File: config.mk
export PLATFORM = sky130hd
export DESIGN_NAME = srw_ctrl
export DESIGN_NICKNAME = d
export VERILOG_FILES = /design/src/sv/srw_pkg.sv /design/src/sv/srw_ctrl.sv
export SDC_FILE = /design/constraint.sdc
export NUM_CORES = 1
export LEC_CHECK = 0
export BUFFER_PORTS_ARGS = -buffer_cell sky130_fd_sc_hd__buf_2
export CELL_PAD_IN_SITES_DETAIL_PLACEMENT = 1
export CELL_PAD_IN_SITES_GLOBAL_PLACEMENT = 1
export CORE_MARGIN = 2
export CORE_UTILIZATION = 32
export DETAILED_ROUTE_END_ITERATION = 8
export PLACE_DENSITY_LB_ADDON = 0.12
export RECOVER_POWER = 100
export SLEW_MARGIN = 25
export SYNTH_ARGS = -nofsm -noshare
export SYNTH_HDL_FRONTEND = slang
export SYNTH_SLANG_ARGS = --single-unit
File: constraint.sdc
create_clock -name clock -period 2.1 [get_ports clock]
set_input_delay 0.42 -clock clock [delete_from_list [all_inputs] [get_ports clock]]
set_output_delay 0.42 -clock clock [all_outputs]
set_load 0.02 [all_outputs]
File: src/sv/srw_pkg.sv
// shared types and constants of the selective repeat window block
`timescale 1ns / 1ps

package srw_pkg;

   // fixed field widths
   localparam int SEQ_W      = 10;
   localparam int TOT_W      = 11;
   localparam int BASE_W     = 11;
   localparam int WS_W       = 7;
   localparam int STATUS_W   = 3;
   localparam int TRIES_W    = 8;
   localparam int PSUM_W     = 12;
   localparam int CSR_IDX_W  = 2;
   localparam int CSR_DATA_W = 11;

   // widest window the scan covers
   localparam int MAX_WINDOW = 64;

   // register indexes
   localparam logic [CSR_IDX_W-1:0] CSR_TOTAL  = 2'd0;
   localparam logic [CSR_IDX_W-1:0] CSR_IBASE  = 2'd1;
   localparam logic [CSR_IDX_W-1:0] CSR_WSIZE  = 2'd2;
   localparam logic [CSR_IDX_W-1:0] CSR_ROLE   = 2'd3;

   typedef enum logic [1:0] {
      OP_NEXT   = 2'd0,
      OP_ACK    = 2'd1,
      OP_RESEND = 2'd2,
      OP_NOP    = 2'd3
   } op_type;

   typedef enum logic [1:0] {
      PKT_PENDING = 2'd0,
      PKT_SENT    = 2'd1,
      PKT_DONE    = 2'd2
   } pkt_state_type;

   typedef enum logic [STATUS_W-1:0] {
      ST_OK   = 3'd0,
      ST_NONE = 3'd1,
      ST_OOW  = 3'd2,
      ST_DUP  = 3'd3,
      ST_REJ  = 3'd4
   } status_type;

   // controller to datapath
   typedef struct packed {
      logic load;
      logic clr_init;
      logic clr_step;
      logic fetch;
      logic check;
      logic scan_init;
      logic scan_step;
      logic out_load;
   } cmd_type;

   // datapath to controller
   typedef struct packed {
      logic clr_last;
      logic ack_go;
      logic scan_done;
   } stat_type;

endpackage

File: src/sv/srw_ctrl.sv
// controller: sequences clearing, lookup, window scan and result handoff
`timescale 1ns / 1ps

module srw_ctrl (
   input  logic                          clock,
   input  logic                          reset,
   input  logic                          req_valid,
   output logic                          req_ready,
   input  logic [1:0]                    req_opcode,
   output logic                          rsp_valid,
   input  logic                          rsp_ready,
   input  logic                          csr_we,
   input  logic [srw_pkg::CSR_IDX_W-1:0] csr_index,
   input  srw_pkg::stat_type             stat,
   output srw_pkg::cmd_type              cmd
);

   typedef enum logic [5:0] {
      S_CLEAR  = 6'b000001,
      S_IDLE   = 6'b000010,
      S_FETCH  = 6'b000100,
      S_CHECK  = 6'b001000,
      S_SCAN   = 6'b010000,
      S_FINISH = 6'b100000
   } state_type;

   state_type state_ff;
   state_type state_in;
   logic      rsp_valid_ff;
   logic      rsp_valid_in;
   logic      accept;
   logic      restart;

   assign req_ready = (state_ff == S_IDLE);
   assign accept    = req_valid && req_ready;
   assign rsp_valid = rsp_valid_ff;
   assign restart   = csr_we && ((csr_index == srw_pkg::CSR_TOTAL) ||
                                 (csr_index == srw_pkg::CSR_IBASE));

   always_comb begin
      cmd          = '0;
      state_in     = state_ff;
      rsp_valid_in = rsp_valid_ff && !rsp_ready;
      unique case (state_ff)
         S_CLEAR: begin
            cmd.clr_step = 1'b1;
            if (stat.clr_last) begin
               state_in = S_IDLE;
            end
         end
         S_IDLE: begin
            if (accept) begin
               cmd.load      = 1'b1;
               cmd.scan_init = 1'b1;
               unique case (srw_pkg::op_type'(req_opcode))
                  srw_pkg::OP_NEXT:   state_in = S_SCAN;
                  srw_pkg::OP_ACK:    state_in = S_FETCH;
                  srw_pkg::OP_RESEND: state_in = S_FETCH;
                  srw_pkg::OP_NOP:    state_in = S_FINISH;
                  default:            state_in = S_FINISH;
               endcase
            end
         end
         S_FETCH: begin
            cmd.fetch = 1'b1;
            state_in  = S_CHECK;
         end
         S_CHECK: begin
            cmd.check     = 1'b1;
            cmd.scan_init = 1'b1;
            state_in      = stat.ack_go ? S_SCAN : S_FINISH;
         end
         S_SCAN: begin
            cmd.scan_step = 1'b1;
            if (stat.scan_done) begin
               state_in = S_FINISH;
            end
         end
         S_FINISH: begin
            if (!rsp_valid_ff || rsp_ready) begin
               cmd.out_load = 1'b1;
               rsp_valid_in = 1'b1;
               state_in     = S_IDLE;
            end
         end
         default: begin
            state_in = S_CLEAR;
         end
      endcase
      // restart wipes the state memory again
      if (restart) begin
         cmd.clr_init = 1'b1;
         cmd.clr_step = 1'b0;
         state_in     = S_CLEAR;
      end
   end

   always_ff @(posedge clock) begin
      if (reset) begin
         state_ff     <= S_CLEAR;
         rsp_valid_ff <= 1'b0;
      end else begin
         state_ff     <= state_in;
         rsp_valid_ff <= rsp_valid_in;
      end
   end

endmodule

======== Word level (Yosys, flattened, before mapping) ========
Cells that the tools add are included.
word-level totals
  register bits ........................... 7
  bits of input ports ..................... 12
  output and inout port bits .............. 10
  word-level logic and storage cells ...... 47
operators by class
  equal/unequal tests ..................... 14
  muxes and demuxes ....................... 19
  reduce and logical (&&, ||, !) cells .... 12
operator list
  operator            count
  $pmux 6 s6          1
  $mux 6              5
  $pmux 6 s3          1
  $mux 1              10
  $eq 6x1->1 const B  1
  $eq 6x2->1 const B  1
  $eq 6x3->1 const B  1
  $eq 6x4->1 const B  1
  $eq 6x5->1 const B  1
  $eq 6x6->1 const B  1
  $ne 2x2->1 const B  3
  $eq 2x1->1 const B  2
  $eq 2x2->1 const B  2
  $logic_not 2->1     2
  $reduce_and 4->1    1
  $reduce_or 2->1     2
  $logic_and 1x1->1   3
  $logic_not 1->1     2
  $logic_or 1x1->1    2
  $mux 2              1
  $ne 2x1->1 const B  1
  $pmux 1 s2          1

======== Logic depth before layout (Yosys ltp) ========
Gate-level depths: netlist of run 1.
  depth after elaboration ................. 5
  gate-level depth with buffers ........... 5
  gate-level depth less buffers ........... 5

======== Worst setup path after synthesis of run 1 ========
No wires, ideal clock.
  kind .................................... flip-flop to output port
  from .................................... register state_ff[2]
  to ...................................... output cmd[2] in the netlist's numbering
  arrival time ............................ 1.887 ns
  data required time ...................... 1.680 ns
  path slack .............................. -0.207 ns
  cell stages (with the launch flop) ...... 5
  buffers on the path ..................... 0
  cell sequence ........................... dfxtp_1 > or4_4 > nor3b_2 > and2_1 > or2_1
RTL lines
  what                    line             source
  start, declared         srw_ctrl.sv:27   state_type state_ff;
  start signal, assigned  srw_ctrl.sv:103  state_ff <= state_in;
  end, declared           srw_ctrl.sv:15   output srw_pkg::cmd_type cmd

==> results.toml, run 1 <==
[worst_setup_path]
r2r_cells = 5
cp_data_required_time_ns = 1.68
critical_path_class = "reg2out"
cp_data_arrival_time_ns = 1.72
path_max_fanout = 3
crit_path_start_kind = "flop"
cp-end-kind = "output pin"

[clock_network]
ctsLongestPathBuffers = 2
cts_tree = "yes"
holdBufCountCts = 0
htreeDepth = 1
cts_made_buffers = 3
cts-root-buf = "clkbuf_4"
path_clk_slew_ns = 0.05
clock_latency_ns = 0.25
clock_sinks = 7

[floorplan]
num_rows = 15
core_area_mm2 = 0.00167
die_y_um = 45.7
design.die.area_mm2 = 0.00209
ios = 22
start_util_pct = 33.3
die_x_um = 45.7

[sta]
fin_skew_ns = 0.00238
final-hold-violation-count = 0
fin_setup_tns_ns = -0.0373
period_share_pct = 102
relSlewSlack_pct = 59.8
setup_viol = 1
clock.fmax_mhz = 468
worst_slack_ns = -0.0373
slew_viol_final = 0
tightest_slew_ns = 0.595
rsz0062_at_grt = "true"
finalCriticalPeriod_ns = 2.14

[yosys]
ys_dominant_reg_cell = "dfxtp_1"
synth_area_um2 = 556
synth_seq_cells = 7
yosys_warnings = 0
ys_types = 35
syn_nets = 85
ys_seq_area_share_pct = 25.2
post_synth.cell_area_avg_um2 = 7.82
synthCells = 71
ys_async_sr_fraction_pct = 0
synth-edff-count = 0

[final_layout]
fin_area_um2 = 754
diodes = 0
syn_to_final_growth_pct = 35.8
layout.cells.non_filler = 115
drive_gt1_share_pct = 37.8
layout_common_cells = "buf_2, nand2_1, buf_4, dfxtp_1, nor3_1"
final_common_cell = "buf_2"
fin_nets = 113

[drt]
first_iter_violations = 6
wl_met1_um = 702
wl_met2_um = 806
drcViolationCount = 0
drt_first_pass_iters = 4
drt-vias-per-instance = 5.42
wl_um = 1590
top_layer = "met4"
num_vias = 623
met3_length_um = 71
drtAntennaViolNets = 0
wl_per_cell_um = 13.8

[power_and_ir_drop]
seqPwrFrac_pct = 40.8
sw_frac_of_total_pct = 31.3
p_int_w = 0.000266
irDropWorstVdd_mv = 0.403
comb_power_share_pct = 27.4
power.leakage_nw = 0.347
power_w = 0.000387
p_per_area_mw_per_mm2 = 513
switchingPower_w = 0.000121
power_frac_clock_pct = 31.8

[placed_design]
place_congestion = 0.737
dpl_cell_area_um2 = 713
place_ws_ns = 0.164
hpwl_um = 1260
port_buffers = 20
placedCellCount = 110

[worst_hold_path]
hold_class = "in2reg"
hold_depth = 2

[grt]
grt_max_degree = 12
globalRouteTotalUtil_pct = 17.3
grt_first_pass_wirelength_um = 2570
grt_antenna_before_repair = 0
overflow = 0
grt_pass1_vias = 574

[job]
cap_violations = 0

[status]
violations = "negative setup slack"
status = "complete, but fails checks"
## final cells by class
cell class | count | area (um^2)
clock buffer | 4 | 26.3
fill | 219 | 916
inverter | 4 | 15.0
multi-input combinational | 56 | 397
sequential | 7 | 140
tap | 17 | 21.3
timing repair buffer | 27 | 155
## cells in the mapped netlist (2+ instances only)
| cell type | instances | area (um^2) |
|---|---|---|
| o211ai_1 | 2 | 15.0 |
| and2_1 | 3 | 18.8 |
| a21oi_1 | 3 | 15.0 |
| o21ai_0 | 3 | 15.0 |
| ha_1 | 2 | 25.0 |
| nand2_1 | 7 | 26.3 |
| nor2b_1 | 4 | 25.0 |
| nor4_1 | 2 | 12.5 |
| dfxtp_1 | 7 | 140 |
| inv_1 | 4 | 15.0 |
| nor3b_1 | 5 | 37.5 |
| nand2b_1 | 2 | 12.5 |
| nor3_1 | 5 | 25.0 |
## metrics by stage
stage	hold WS (ns)	util [%]
finish	0.349	45.2
global route	0.330	45.2
CTS	0.342	45.4
detailed placement	0.497	42.7
global placement	0.493	42.7
floorplan	0.489	-
## worst max-delay path, cell delays in order, from the launching register on
cell	delay, ns
dfxtp_1	0.31
or4_4	0.58
nor3b_4	0.20
and2_4	0.17
or2_4	0.10
buf_6	0.11
## per-layer routing
metal | vias up | track usage (%)
met5 | - | 0
met4 | 0 | 3.53
met3 | 2 | 7.14
met2 | 12 | 27.9
met1 | 296 | 21.6
li1 | 313 | -
## power by group through the flow
stage,Sequential (W),Combinational (W),Clock (W)
after floorplan,0.000144,0.0000838,0
after global placement,0.000161,0.000101,0
after detailed placement,0.000160,0.000103,0
after CTS,0.000158,0.000107,0.000127
after global routing,0.000159,0.000117,0.000141
final,0.000158,0.000106,0.000123
## cells by family (layout without fill, tap and decap cells)
kind of cell | after synthesis | count (layout) | synth area share [%]
AND/OR/NAND/NOR | 40 | 40 | 47.1
AO/OA/AOI/OAI | 13 | 13 | 14.9
buffers and inverters | 8 | 35 | 6.30
flip-flops | 7 | 7 | 25.2
adder cells (fa/ha/maj) | 3 | 3 | 6.53
## flip-flops by register name (all words and copies together), names as in the netlist
signal	flops
rsp_valid	1
state_ff	6
## repair_timing
action                                  CTS  global route
endpoints found under the setup margin    3             4
pin swaps                                 1             0
gates resized for setup                   3             1
buffers inserted                          1             0
gates cloned                              0             0
## worst paths after layout
kind,start,endpoint,slack (ns)
worst max-delay path,state_ff[5],cmd[2],-0.04
worst min-delay path,reset,rsp_valid,0.35
worst max register to register,state_ff[5],state_ff[0],0.22
worst min register to register,rsp_valid,rsp_valid,0.51
No activity file was read; power rests on OpenSTA's default activity.
==> run 2: changes to the inputs <==
SETUP_SLACK_MARGIN = 0.2   (was default)
==> results.toml, run 2 (synthesized netlist as in run 1, its figures left out) <==
[clock_network]
cts-root-buf = "clkbuf_4"
clock_sinks = 7
cts_made_buffers = 3
path_clk_slew_ns = 0.06
ctsLongestPathBuffers = 2
clock_latency_ns = 0.26
htreeDepth = 1
cts_tree = "yes"

[floorplan]
die_x_um = 45.7
num_rows = 15
core_area_mm2 = 0.00167
die_y_um = 45.7
design.die.area_mm2 = 0.00209
ios = 22
start_util_pct = 33.3

[sta]
relSlewSlack_pct = 58.3
fin_setup_tns_ns = -0.0396
fin_skew_ns = 0.00897
period_share_pct = 102
final-hold-violation-count = 0
slew_viol_final = 0
setup_viol = 1
rsz0062_at_grt = "true"
worst_slack_ns = -0.0396
hold_ws_ns = 0.327
clock.fmax_mhz = 467
tightest_slew_ns = 0.618
finalCriticalPeriod_ns = 2.14

[placed_design]
place_congestion = 0.744
hpwl_um = 1250
port_buffers = 20
place_ws_ns = 0.151
dpl_cell_area_um2 = 708

[worst_setup_path]
cp_data_required_time_ns = 1.68
cp_data_arrival_time_ns = 1.72
critical_path_class = "reg2out"
cp-end-kind = "output pin"
path_max_fanout = 3
crit_path_start_kind = "flop"
rrSetupSlack_ns = 0.20

[final_layout]
fin_area_um2 = 827
syn_to_final_growth_pct = 48.9
diodes = 0
layout_common_cells = "buf_2, buf_4, nand2_1"
final_common_cell = "buf_2"
largest_reg_flops = 6
fin_nets = 117
drive_gt1_share_pct = 47.1
top_register = "state_ff"

[drt]
wl_um = 1810
drt-vias-per-instance = 5.38
drtAntennaViolNets = 0
wl_per_cell_um = 15.2
first_iter_violations = 2
num_vias = 640
drcViolationCount = 0
drt_first_pass_iters = 4

[grt]
grt_antenna_before_repair = 0
grt_first_pass_wirelength_um = 2860
grt_max_degree = 12
grt_pass1_vias = 640
globalRouteTotalUtil_pct = 19.2
overflow = 0

[worst_hold_path]
hold_class = "in2reg"

[power_and_ir_drop]
p_per_area_mw_per_mm2 = 498
power.leakage_nw = 0.370
power_w = 0.000412
irDropWorstVdd_mv = 0.448

[status]
status = "complete, but fails checks"
violations = "negative setup slack"

[job]
cap_violations = 0
[run 2: per-layer routing]
layer	share of wire, %	GRT usage [%]
met1	44	24.0
met2	51	32.4
met3	3.8	5.95
met4	0.22	3.53
met5	0	0
[run 2: repair_timing]
item | 4_1_cts | 5_1_grt
setup buffers | 4 | 2
hold buffers | 0 | 0
setup endpoints to repair | 5 | 9
pin swaps | 3 | 3
resized for setup | 9 | 8
[run 2: worst paths after layout]
check	start	end	cells past startpoint
max	state_ff[5]	cmd[2]	5
max reg2reg	state_ff[5]	state_ff[0]	5
min	reset	rsp_valid	2
min reg2reg	rsp_valid	rsp_valid	2
[run 2: through the flow]
stage	util, %	instances
finish	49.5	119
global placement	42.4	109
CTS	47.4	117
floorplan	-	71
detailed placement	42.4	109
global route	49.5	119
[run 2: area by class of cell]
type	instances	area [um^2]
fill	225	843
multi-input combinational	56	425
timing repair buffer	31	190
sequential	7	149
clock buffer	4	26.3
tap	17	21.3
inverter	4	15.0
[run 2: report_power, final]
group / internal, W / switching [W]
clock: 0.0000727 / 0.0000527
combinational: 0.0000688 / 0.0000593
sequential: 0.000140 / 0.0000185
total: 0.000281 / 0.000131
[run 2: worst max-delay path: stages (launching register included)]
cell     delay [ns]
dfxtp_2        0.32
or4_4          0.57
nor3b_4        0.20
and2_4         0.16
or2_4          0.10
buf_6          0.10
==> run 3: changes to the inputs <==
==> constraint.sdc (replaced) <==
create_clock -name clock -period 2.1 [get_ports clock]
set_input_delay 0.105 -clock clock [delete_from_list [all_inputs] [get_ports clock]]
set_output_delay 0.105 -clock clock [all_outputs]
set_load 0.02 [all_outputs]
==> results.toml, run 3 (synthesized netlist as in run 1, its figures left out) <==
[worst_setup_path]
crit_path_start_kind = "flop"
critPathBufInv = 3
cp_slowest_stage_delay_ns = 0.58
path_delay_family = "simple AND/OR/NAND/NOR gates"
path_cells = "or4_4 > nor3b_4 > buf_4 > buf_4 > clkbuf_1"
critical_path_class = "reg2out"
slowest_stage = "or4_4"
path_max_fanout = 4
cp_data_arrival_time_ns = 1.84
cpMostUsedCell = "buf_4"
cp.depth = 5
cp-end-kind = "output pin"
cp_data_required_time_ns = 2.00
r2r_cells = 4

[clock_network]
holdBufCountCts = 0
cts-root-buf = "clkbuf_4"
cts_made_buffers = 3
htreeDepth = 1
ctsLongestPathBuffers = 2
cts_tree = "yes"
clock_sinks = 7
clock_latency_ns = 0.25
path_clk_slew_ns = 0.05

[power_and_ir_drop]
irDropWorstVdd_mv = 0.344
power.leakage_nw = 0.310
p_per_area_mw_per_mm2 = 534

[final_layout]
fill_cells = 221
layout_common_cells = "buf_2, clkbuf_1, nand2_1"
fin_nets = 111
drive_gt1_share_pct = 29.2
largest_reg_flops = 6
syn_to_final_growth_pct = 29.1
diodes = 0
fin_area_um2 = 717
final_common_cell = "buf_2"
top_register = "state_ff"

[grt]
grt_antenna_before_repair = 0
grt_pass1_vias = 579
overflow = 0
grt_first_pass_wirelength_um = 2530
globalRouteTotalUtil_pct = 17.0
grt_max_degree = 12

[status]
status = "completed"

[drt]
drt-vias-per-instance = 5.46
drcViolationCount = 0
drtAntennaViolNets = 0
wl_um = 1620
wl_per_cell_um = 14.3
drt_first_pass_iters = 4
num_vias = 617
first_iter_violations = 5

[floorplan]
design.die.area_mm2 = 0.00209
core_area_mm2 = 0.00167
die_x_um = 45.7
die_y_um = 45.7
ios = 22
start_util_pct = 33.3
num_rows = 15

[placed_design]
hpwl_um = 1230
port_buffers = 20
dpl_cell_area_um2 = 687
place_congestion = 0.740

[sta]
clock.fmax_mhz = 515
final-hold-violation-count = 0
relSlewSlack_pct = 65.0
rsz0062_at_grt = "true"
tightest_slew_ns = 0.519
finalCriticalPeriod_ns = 1.94
fin_skew_ns = 0.00148
setup_viol = 0
slew_viol_final = 0
fin_setup_tns_ns = 0
period_share_pct = 92.5

[worst_hold_path]
hold_class = "in2reg"
hold_depth = 2

[job]
cap_violations = 0
[run 3: changes by cell type in the layout (fill, tap and decap cells not counted), sizes merged]
cell / change
clkbuf: +1
buf: -7
[run 3: layout make-up]
| cell class | instances | area (um^2) | area share (%) |
|---|---|---|---|
| multi-input cells | 56 | 389 | 54.3 |
| well taps | 17 | 21.3 | 2.97 |
| inverters | 4 | 15.0 | 2.09 |
| flip-flops and latches | 7 | 141 | 19.7 |
| repair buffers | 25 | 124 | 17.3 |
| clock buffers | 4 | 26.3 | 3.66 |
[run 3: worst register-to-register path: stages (launching register included)]
cell	delay (ns)
dfxtp_1	0.32
or4_4	0.58
maj3_2	0.32
a21o_1	0.15
a211o_1	0.26
[run 3: worst paths after layout]
kind,from,slack [ns],endpoint
setup / recovery,state_ff[4],0.16,req_ready
hold / removal,reset,0.03,rsp_valid
setup reg to reg,state_ff[4],0.36,state_ff[0]
hold reg to reg,rsp_valid,0.52,rsp_valid
[run 3: power breakdown]
| part | leakage, nW | switching, W | internal, W |
|---|---|---|---|
| registers | 0.0574 | 0.0000171 | 0.000139 |
| logic | 0.238 | 0.0000528 | 0.0000484 |
| clock network | 0.0150 | 0.0000524 | 0.0000727 |
| total | 0.310 | 0.000122 | 0.000260 |
[run 3: what timing repair did]
item | CTS | global route
buffers inserted | 1 | 1
endpoints found under the setup margin | 3 | 3
resized for setup | 1 | 3
pin swaps | 1 | 2
[run 3: through the flow]
stage | std cells | power (W) | hold slack (ns) | util (%) | setup slack (ns)
after CTS | 112 | 0.000393 | 0.0247 | 43.4 | 0.176
after floorplan | 71 | 0.000227 | 0.174 | - | 0.245
final | 113 | 0.000383 | 0.0268 | 42.9 | 0.157
after detailed placement | 107 | 0.000259 | 0.296 | 41.1 | 0.318
after global placement | 107 | 0.000258 | 0.284 | 41.1 | 0.338
after global routing | 113 | 0.000410 | 0.0172 | 42.9 | 0.0923
[run 3: routing by layer]
layer / up-vias / track usage, % / share of wire (%)
met5: - / 0 / 0
met4: 0 / 3.53 / 0
met3: 0 / 5.95 / 4.3
met2: 12 / 28.7 / 51
met1: 295 / 20.7 / 44
li1: 310 / - / -
